## config.mk

```make
export PLATFORM = sky130hd
export DESIGN_NAME = force_jump_collision_latch
export DESIGN_NICKNAME = d
export VERILOG_FILES = /design/src/hw/rtl/fjc_pkg.sv /design/src/hw/rtl/fjc_sumsq.sv /design/src/hw/rtl/fjc_sqrt.sv /design/src/hw/rtl/force_jump_collision_latch.sv
export SDC_FILE = /design/constraint.sdc
export NUM_CORES = 1
export LEC_CHECK = 0
export BUFFER_PORTS_ARGS = -buffer_cell sky130_fd_sc_hd__buf_4
export CORE_MARGIN = 2
export CORE_UTILIZATION = 25
export CTS_CLUSTER_DIAMETER = 30
export DETAILED_ROUTE_END_ITERATION = 10
export SYNTH_ARGS = -nofsm -noshare
export SYNTH_HDL_FRONTEND = slang
export SYNTH_SLANG_ARGS = --single-unit
```

## constraint.sdc

```tcl
create_clock -name clk -period 9 [get_ports clk]
set_input_delay 0.9 -clock clk [delete_from_list [all_inputs] [get_ports clk]]
set_output_delay 0.9 -clock clk [all_outputs]
set_load 0.01 [all_outputs]
```

## src/hw/rtl/fjc_pkg.sv

```systemverilog
package fjc_pkg;

  localparam int FORCE_W   = 16;               // one force component, signed Q8.8
  localparam int MAG_W     = 16;               // magnitude, unsigned Q8.8
  localparam int SUM_W     = 2 * MAG_W;        // sum of squares, Q16.16
  localparam int SQ_W      = 2 * FORCE_W - 1;  // one square, at most 2^30
  localparam int CHG_W     = MAG_W + 1;        // signed magnitude change
  localparam int THR_W     = 16;
  localparam int AXES      = 3;

  localparam logic [THR_W-1:0] THR_RESET = 16'd1280;  // 5.0 N in Q8.8
  localparam int HISTORY_DEPTH_DEF = 3;

  localparam int IN_DATA_W  = 48;
  localparam int OUT_DATA_W = 24;

  localparam logic CMD_SAMPLE = 1'b0;
  localparam logic CMD_CLEAR  = 1'b1;

endpackage

```

## src/hw/rtl/fjc_sumsq.sv

```systemverilog
module fjc_sumsq
  import fjc_pkg::*;
(
  input  logic                          clk,
  input  logic                          rst_n,
  input  logic                          start,
  input  logic [AXES*FORCE_W-1:0]       forces,   // x, y, z from the lowest bits
  output logic                          done,
  output logic [SUM_W-1:0]              sum
);

  logic [AXES*FORCE_W-1:0] ops_r;
  logic [SQ_W-1:0]         prod_r;
  logic [SUM_W-1:0]        acc_r;
  logic [1:0]              cnt_r;
  logic                    busy_r;
  logic                    done_r;
  logic signed [2*FORCE_W-1:0] sq;

  // one square per cycle, registered before the accumulate
  assign sq = $signed(ops_r[FORCE_W-1:0]) * $signed(ops_r[FORCE_W-1:0]);

  always_ff @(posedge clk) begin
    if (!rst_n) begin
      busy_r <= 1'b0;
      done_r <= 1'b0;
      cnt_r  <= '0;
    end else begin
      done_r <= 1'b0;
      if (start) begin
        busy_r <= 1'b1;
        cnt_r  <= '0;
      end else if (busy_r) begin
        cnt_r <= cnt_r + 2'd1;
        if (cnt_r == 2'(AXES)) begin
          busy_r <= 1'b0;
          done_r <= 1'b1;
        end
      end
    end
  end

  always_ff @(posedge clk) begin
    if (start) begin
      ops_r <= forces;
      acc_r <= '0;
    end else if (busy_r) begin
      if (cnt_r != 2'(AXES)) begin
        prod_r <= sq[SQ_W-1:0];
        ops_r  <= ops_r >> FORCE_W;
      end
      if (cnt_r != 2'd0) begin
        acc_r <= acc_r + SUM_W'(prod_r);
      end
    end
  end

  assign done = done_r;
  assign sum  = acc_r;

endmodule

```

## src/hw/rtl/fjc_sqrt.sv

```systemverilog
module fjc_sqrt
  import fjc_pkg::*;
(
  input  logic             clk,
  input  logic             rst_n,
  input  logic             start,
  input  logic [SUM_W-1:0] radicand,
  output logic             done,
  output logic [MAG_W-1:0] root
);

  localparam int CNT_W = $clog2(MAG_W);

  logic [SUM_W-1:0] rad_r;
  logic [MAG_W:0]   rem_r;
  logic [MAG_W-1:0] root_r;
  logic [CNT_W-1:0] cnt_r;
  logic             busy_r;
  logic             done_r;

  logic [MAG_W+2:0] rem_ext;
  logic [MAG_W+2:0] trial;
  logic [MAG_W+2:0] rem_sub;
  logic             fits;

  // restoring recurrence: two radicand bits in, one root bit out per cycle
  assign rem_ext = {rem_r, rad_r[SUM_W-1 -: 2]};
  assign trial   = {1'b0, root_r, 2'b01};
  assign fits    = (rem_ext >= trial);
  // remainder stays below 2*root + 1, so MAG_W+1 bits hold it
  assign rem_sub = rem_ext - trial;

  always_ff @(posedge clk) begin
    if (!rst_n) begin
      busy_r <= 1'b0;
      done_r <= 1'b0;
      cnt_r  <= '0;
    end else begin
      done_r <= 1'b0;
      if (start) begin
        busy_r <= 1'b1;
        cnt_r  <= '0;
      end else if (busy_r) begin
        cnt_r <= cnt_r + CNT_W'(1);
        if (cnt_r == CNT_W'(MAG_W - 1)) begin
          busy_r <= 1'b0;
          done_r <= 1'b1;
        end
      end
    end
  end

  always_ff @(posedge clk) begin
    if (start) begin
      rad_r  <= radicand;
      rem_r  <= '0;
      root_r <= '0;
    end else if (busy_r) begin
      rad_r <= rad_r << 2;
      if (fits) begin
        rem_r  <= rem_sub[MAG_W:0];
        root_r <= {root_r[MAG_W-2:0], 1'b1};
      end else begin
        rem_r  <= rem_ext[MAG_W:0];
        root_r <= {root_r[MAG_W-2:0], 1'b0};
      end
    end
  end

  assign done = done_r;
  assign root = root_r;

endmodule

```

## src/hw/rtl/force_jump_collision_latch.sv

```systemverilog
// Force jump collision latch. Each input word is either a force sample
// (x, y, z signed Q8.8 N) or a latch-clear command, selected by in_tuser.
// A sample's magnitude is floor(sqrt(x^2 + y^2 + z^2)) in Q8.8; the last
// HISTORY_DEPTH magnitudes are kept. The first HISTORY_DEPTH samples only
// fill the history; after that each sample shifts it and the change
// oldest - newest is taken, and |change| > jump_threshold sets the sticky
// collision flag. While the flag is set samples are dropped and the
// history is frozen; a clear word drops the flag and nothing else. Every
// input word gives exactly one output word (flag, last change).
// Words are handled one at a time. A sample passes from accept to output
// through the squares on one shared 16x16 multiplier, a root load, the
// bit-serial root, an update step and an output load; a new word is taken
// only after the last one has been loaded to the output register. Clear
// words and dropped samples go straight to the output load.
// A pending output word does not block the next accept; the result of the
// next word waits until the output register is free.
module force_jump_collision_latch
  import fjc_pkg::*;
#(
  parameter int HISTORY_DEPTH = HISTORY_DEPTH_DEF  // 2 .. 8
) (
  input  logic                  clk,
  input  logic                  rst_n,
  // config: jump_threshold, Q8.8 N
  input  logic                  cfg_wr_en,
  input  logic [THR_W-1:0]      cfg_wr_data,
  // input stream
  input  logic                  in_tvalid,
  output logic                  in_tready,
  input  logic [IN_DATA_W-1:0]  in_tdata,   // force_x[15:0], force_y[31:16], force_z[47:32]
  input  logic                  in_tuser,   // cmd: 0 sample, 1 clear latch
  // output stream
  output logic                  out_tvalid,
  input  logic                  out_tready,
  output logic [OUT_DATA_W-1:0] out_tdata   // collision[0], magnitude_change[17:1], zero pad
);

  localparam int FILL_W = $clog2(HISTORY_DEPTH + 1);

  typedef enum logic [1:0] {
    S_IDLE,
    S_MAG,
    S_RESULT
  } state_t;

  state_t                  state_r;
  logic [THR_W-1:0]        thr_r;
  logic [MAG_W-1:0]        hist_r [HISTORY_DEPTH];
  logic [FILL_W-1:0]       fill_r;
  logic                    collision_r;
  logic signed [CHG_W-1:0] last_change_r;
  logic                    out_tvalid_r;
  logic [OUT_DATA_W-1:0]   out_tdata_r;

  logic                    in_acc;
  logic                    is_sample;
  logic                    sumsq_done;
  logic [SUM_W-1:0]        sum;
  logic                    sqrt_done;
  logic [MAG_W-1:0]        mag;
  logic signed [CHG_W-1:0] diff;
  logic [CHG_W-1:0]        diff_abs;
  logic                    out_free;

  assign in_tready = (state_r == S_IDLE);
  assign in_acc    = in_tvalid && in_tready;
  // a sample only goes through the magnitude path while unlatched
  assign is_sample = (in_tuser == CMD_SAMPLE) && !collision_r;
  assign out_free  = !out_tvalid_r || out_tready;

  fjc_sumsq u_sumsq (
    .clk    (clk),
    .rst_n  (rst_n),
    .start  (in_acc && is_sample),
    .forces (in_tdata[AXES*FORCE_W-1:0]),
    .done   (sumsq_done),
    .sum    (sum)
  );

  fjc_sqrt u_sqrt (
    .clk      (clk),
    .rst_n    (rst_n),
    .start    (sumsq_done),
    .radicand (sum),
    .done     (sqrt_done),
    .root     (mag)
  );

  // after the shift, hist_r[1] becomes the oldest entry
  assign diff     = $signed({1'b0, hist_r[1]}) - $signed({1'b0, mag});
  assign diff_abs = diff[CHG_W-1] ? CHG_W'(-diff) : CHG_W'(diff);

  always_ff @(posedge clk) begin
    if (!rst_n) begin
      thr_r <= THR_RESET;
    end else if (cfg_wr_en) begin
      thr_r <= cfg_wr_data;
    end
  end

  always_ff @(posedge clk) begin
    if (!rst_n) begin
      state_r       <= S_IDLE;
      fill_r        <= '0;
      collision_r   <= 1'b0;
      last_change_r <= '0;
      out_tvalid_r  <= 1'b0;
      for (int i = 0; i < HISTORY_DEPTH; i++) begin
        hist_r[i] <= '0;
      end
    end else begin
      // S_RESULT owns the valid bit while it waits to load
      if (out_tready && state_r != S_RESULT) begin
        out_tvalid_r <= 1'b0;
      end
      unique case (state_r)
        S_IDLE: begin
          if (in_acc) begin
            if (in_tuser == CMD_CLEAR) begin
              collision_r <= 1'b0;
              state_r     <= S_RESULT;
            end else if (collision_r) begin
              state_r <= S_RESULT;
            end else begin
              state_r <= S_MAG;
            end
          end
        end
        S_MAG: begin
          if (sqrt_done) begin
            if (fill_r < FILL_W'(HISTORY_DEPTH)) begin
              for (int i = 0; i < HISTORY_DEPTH; i++) begin
                if (fill_r == FILL_W'(i)) begin
                  hist_r[i] <= mag;
                end
              end
              fill_r <= fill_r + FILL_W'(1);
            end else begin
              for (int i = 0; i < HISTORY_DEPTH - 1; i++) begin
                hist_r[i] <= hist_r[i+1];
              end
              hist_r[HISTORY_DEPTH-1] <= mag;
              last_change_r <= diff;
              if (diff_abs > CHG_W'(thr_r)) begin
                collision_r <= 1'b1;
              end
            end
            state_r <= S_RESULT;
          end
        end
        S_RESULT: begin
          if (out_free) begin
            out_tvalid_r <= 1'b1;
            out_tdata_r  <= OUT_DATA_W'({last_change_r, collision_r});
            state_r      <= S_IDLE;
          end
        end
        default: state_r <= S_IDLE;
      endcase
    end
  end

  assign out_tvalid = out_tvalid_r;
  assign out_tdata  = out_tdata_r;

  // fill count and last change hold while the flag is set
  a_frozen_while_latched: assert property (@(posedge clk) disable iff (!rst_n)
    collision_r |=> $stable(fill_r) && $stable(last_change_r))
    else $error("history moved while latched");

  a_fill_bound: assert property (@(posedge clk) disable iff (!rst_n)
    fill_r <= FILL_W'(HISTORY_DEPTH))
    else $error("fill count beyond history depth");

  a_root_in_mag: assert property (@(posedge clk) disable iff (!rst_n)
    sqrt_done |-> state_r == S_MAG)
    else $error("root finished outside magnitude phase");

  a_latch_from_update: assert property (@(posedge clk) disable iff (!rst_n)
    $rose(collision_r) |-> $past(state_r) == S_MAG && $past(sqrt_done))
    else $error("latch set without a magnitude update");

endmodule

```

# Word-level counts from Yosys, hierarchy flattened
# Memory sizes are Yosys's and may differ from the RTL's.
# Index checks and enable logic that the tools add are counted.
# classes
order_cmp,3
eq_ne,14
reduce_logical,26
muxes,61
mul,1
bitwise,12
n_addsub,7
shifts,0
n_div,0
# op_table
cell,count
$mux W48,3
$mux W16,6
$mux W32,2
$mux W1,41
$mux W17,2
$add A32 B31 Y32,1
$mul A16 B16 Y31,1
$ge A19 B18 Y1,1
$gt A17 B16 Y1,1
$neg A17 Y17,1
$sub A16 B16 Y17,1
$sub A17 B17 Y17,1
$reduce_and A3 Y1,5
$mux W2,5
$ne A2 B2 Y1 const B,5
$reduce_bool A2 Y1,5
$eq A2 B2 Y1 const B,3
$ne A2 B1 Y1 const B,3
$not A1 Y1,6
$or A1 B1 Y1,6
$pmux W2 S3,1
$reduce_and A6 Y1,1
$reduce_or A3 Y1,2
$add A2 B1 Y2 const B,2
other kinds (11),19
# word_totals
output_inout_bits,26
wordCells,144
latchBits,0
romBits,0
regBits,243
n_memories,1
ramBits,48
# mem_list
name,depth,word_bits,read_ports,rd_clocked_by_memory_dff,wr,line,rtl
hist_r,3,16,2,0,3,force_jump_collision_latch.sv:48,logic [MAG_W-1:0] hist_r [HISTORY_DEPTH];

# Longest topological paths before layout
# depth
ltp_word,9
depth_mapped,25
ltp_nobuf,24

# Hierarchy
# From an unflattened synthesis, not the netlist that was laid out.
# hier_totals
cells_unflattened,2398
area_unflattened_um2,23762.8
# by_module_without_submodules
module,n_inst,area_per_inst_um2,cells_per_inst,seq_area_each_um2
fjc_sumsq,1,14620.3,1503,3062.9
force_jump_collision_latch,1,5111.2,515,2282.2
fjc_sqrt,1,4031.4,380,1741.7

# Worst setup path before layout
# Ideal clock, no wire load.
# synth_path
kind,register to register
startpoint,register u_sumsq.ops_r[4]
endpoint,register u_sumsq.prod_r[30] (data pin)
synth_period_minus_slack_ps,6341
setup_slack_ps,2659
t_arrival_ps,6081
n_path_buf,2
setup_ps,260
stages_incl_launch_ff,22
cell_sequence,edfxtp_1 clkbuf_1 clkbuf_1 nand2_1 fa_1 inv_1 fa_1 inv_1 fa_1 fa_1 fa_1 fa_1 inv_1 ha_1 a21o_1 nand2_1 nand2b_1 a21oi_1 o21ai_1 a211oi_1 o21bai_1 xnor2_1
# synth_via
elab_chain_len,1
# synth_rtl
item,line,rtl
start: declaration,fjc_sumsq.sv:12,logic [AXES*FORCE_W-1:0] ops_r;
start signal: assignment,fjc_sumsq.sv:45,ops_r <= forces;
start signal: assignment,fjc_sumsq.sv:50,ops_r <= ops_r >> FORCE_W;
$mul A16 B16 Y31,fjc_sumsq.sv:21,assign sq = $signed(ops_r[FORCE_W-1:0]) * $signed(ops_r[FORCE_W-1:0]);
named net u_sumsq.sq[30],fjc_sumsq.sv:18,logic signed [2*FORCE_W-1:0] sq;
end signal: assignment,fjc_sumsq.sv:49,prod_r <= sq[SQ_W-1:0];
end: declaration,fjc_sumsq.sv:13,logic [SQ_W-1:0] prod_r;
# The timed path passes the listed nets, and every way through them passes these cells.
# A chain may end at the register's enable or synchronous reset.

# Worst setup path in the final report
# layout_path
startpoint,register u_sumsq.ops_r[15]
endpoint,register u_sumsq.prod_r[30] (data pin)
# The elaborated chain is that of the path after synthesis.

==> metrics.md <==
| Metric | Value |
|---|---|
| Amount of wire on met3 after detailed routing | 2.86 mm |
| Crit-path leading delay family | adder cells |
| Required @ worst endpoint | 9.32 ns |
| EDFF count, synth | 160 |
| Final period demand of the worst path | 6.78 ns |
| Worst path bufs/invs | 3 |
| Vias/cell | 4.30 |
| Top fanout value on the critical path | 19 |
| First-pass GRT wire length | 82.1 mm |
| Number of iterations in the first detailed-routing pass | 5 |
| Slew margin rel. | 0.439 |
| Share of the clock period used by the worst path | 0.754 |
| H-tree level count | 3 |
| Number of I/O port buffers | 89 |
| TritonCTS clock tree | built |
| Cell repeated most along the worst path | fa_1 |
| Setup Crit Path Kind | reg2reg |
| Most common cell after layout, fill and taps aside | inv_1 |
| Cell at the slowest stage of the critical path | fa_1 |
| Result of the run | finished clean |
| Routed wire length | 49.5 mm |
| Cell types with the largest area share after synthesis | edfxtp_1, fa_1, dfxtp_1 |
| Setup repair after global routing missed its margin | no |
| Chip Height | 307 µm |
| Yosys cell types | 81 |
| Uppermost metal layer occupied by signal nets | met4 |
| Core outline area | 0.0914 mm² |
| Arrival time at the worst endpoint | 7.10 ns |
| Total of flip-flops plus latches after synthesis | 274 |
| Synth Flop Type | edfxtp_1 |
| Dominant cell type by area after synthesis | edfxtp_1 |
| Upper clock frequency limit | 147 MHz |
| Final number of setup-violating endpoints | 0 |
| DPL Wire Length | 38.0 mm |
| DIE AREA | 0.0943 mm² |
| Residual DRC count | 0 |
| Worst min-delay path class | reg2reg |
| Transition time of the tightest slew-check pin | 0.841 ns |
| Syn avg cell area | 9.74 µm² |
| Total negative slack | 0 ns |
| Nature of the critical path endpoint | flop |
| Slew Limit Fails | 0 |
| Number of routed nets with antenna violations | 0 |
| ANT cells | 0 |
| Post_cts resized | 0 |
| Largest net degree at the start of global routing | 68 |
| Final net count | 2,924 |
| Width of the die | 307 µm |
| Synth Cell Area | 0.0230 mm² |
| Hold Fails Final Rpt | 0 |
| Mean routed wirelength per cell | 13.4 µm |
| Type of origin of the critical path | flop |
| TritonCTS Sinks | 274 |
| Gate count of the mapped netlist | 2,357 |
| Asr flop ratio synth | 0 |
| Count of yosys warnings during synthesis | 0 |
| Vias | 15.9k |
| Worst-skew pair later-pin latency | 0.59 ns |
| TritonCTS Buffers | 68 |
| Iter 0 DRT Violations | 736 |
| Gpl congestion | 0.849 |
| Hold-fix buffers, CTS | 0 |
| Initial antenna violation count | 1 |
| Sum of met2 wire segment lengths after detailed routing | 22.0 mm |
| CP Cell Sequence | inv_1, nor2_1, fa_1, fa_1, inv_1, fa_1, fa_1, fa_1, fa_1, inv_1, ha_1, a21o_1, nand2_1, nand2b_1, a21oi_1, o21ai_1, a211oi_1, o21bai_1, xnor2_1 |
| Area growth from synthesis to layout | 18.6% |
| Post-CTS setup-driven buffer insertion count | 0 |
| Total number of placement rows | 111 |
| Initial Utilization | 0.251 |
| Sequential cell area fraction in the yosys report | 0.309 |
| Most frequent cells in the layout | inv_1, nand2_1, fa_1 |
| Worst stage delay on the critical path | 0.87 ns |
| Worst clock skew | 0.0343 ns |
| Root Driver | clkbuf_16 |
| Total I/O pin count | 96 |
| Clock transition at the registers of the reported paths | 0.05 ns |
| Share of cells above drive strength 1 | 0.111 |
| Sum of routed wire segments on met1 | 23.8 mm |
| Maxcap violations | 0 |
| Buffer depth of the longest clock path | 3 |
| Share of Yosys cell area claimed by the top area cell type | 0.209 |
| Via count of the first global-routing pass | 16.2k |
| Overall global routing resource usage | 0.107 |
| Total gr overflow | 0 |
[metrics by stage]
step | util | instances | area, µm² | hold slack [ns] | setup slack [ns]
detailed placement | 0.273 | 3564 | 24900 | 0.421 | 2.21
floorplan | - | 2362 | 23000 | 0.408 | 2.66
finish | 0.298 | 3689 | 27200 | 0.432 | 2.22
CTS | 0.298 | 3689 | 27200 | 0.430 | 2.20
global placement | 0.273 | 3564 | 24900 | 0.417 | 2.30
global route | 0.298 | 3689 | 27200 | 0.438 | 1.83
[routing by layer]
| metal | vias up | track usage |
|---|---|---|
| met5 | - | 0 |
| met2 | 317 | 0.172 |
| met1 | 7495 | 0.143 |
| met3 | 61 | 0.0266 |
| met4 | 0 | 0.0279 |
| li1 | 7982 | - |
[cell usage after synthesis, drive strengths merged, types with 44 or more instances]
| cell | number |
|---|---|
| fa | 235 |
| dfxtp | 114 |
| edfxtp | 160 |
| nand2 | 288 |
| and2 | 45 |
| xnor2 | 72 |
| mux2i | 44 |
| nor2 | 122 |
| nor3 | 47 |
| clkbuf | 74 |
| a21oi | 90 |
| inv | 394 |
| o21ai | 60 |
| ha | 171 |
[final timing paths]
kind	from	endpoint	slack [ns]	cells after the start
worst max-delay path	u_sumsq.ops_r[15]$_DFFE_PP_	u_sumsq.prod_r[30]$_DFFE_PP_	2.22	19
worst min-delay path	last_change_r[6]$_SDFFE_PN0P_	out_tdata[7]$_DFFE_PP_	0.43	0
worst max register to register	u_sumsq.ops_r[15]$_DFFE_PP_	u_sumsq.prod_r[30]$_DFFE_PP_	2.22	19
worst min register to register	last_change_r[6]$_SDFFE_PN0P_	out_tdata[7]$_DFFE_PP_	0.43	0
[layout make-up]
class / count / area, µm²
Fill cell: 9492 / 64200
Timing Repair Buffer: 105 / 788
Multi-Input combinational cell: 1605 / 14100
Tap cell: 1186 / 1480
Sequential cell: 274 / 7090
Clock buffer: 89 / 1870
Inverter: 394 / 1480
Clock inverter: 36 / 434
[state kept, by name (all words and copies together), names as in the netlist, 4 cells and up]
name / cells
u_sqrt.root: 16
last_change_r: 17
u_sqrt.cnt_r: 4
u_sumsq.ops_r: 48
thr_r: 16
u_sqrt.rad_r: 32
u_sumsq.prod_r: 30
hist_r: 32
u_sumsq.sum: 32
u_sqrt.rem_r: 17
out_tdata: 18
[kinds of logic (layout without fill, tap and decap cells)]
logic type               after synthesis  after routing  synth area share
flip-flops                           274            274             0.309
multiplexers                          75             75            0.0344
adder cells (fa/ha/maj)              406            406             0.298
AND/OR/NAND/NOR                      668            668             0.137
buffers and inverters                483            624            0.0800
XOR/XNOR                             100            100            0.0385
other                                  1              6          0.000163
AO/OA/AOI/OAI                        350            350             0.104
Power is not shown: default switching activity piles up to over one toggle a cycle in this logic, so the estimate is an artifact.
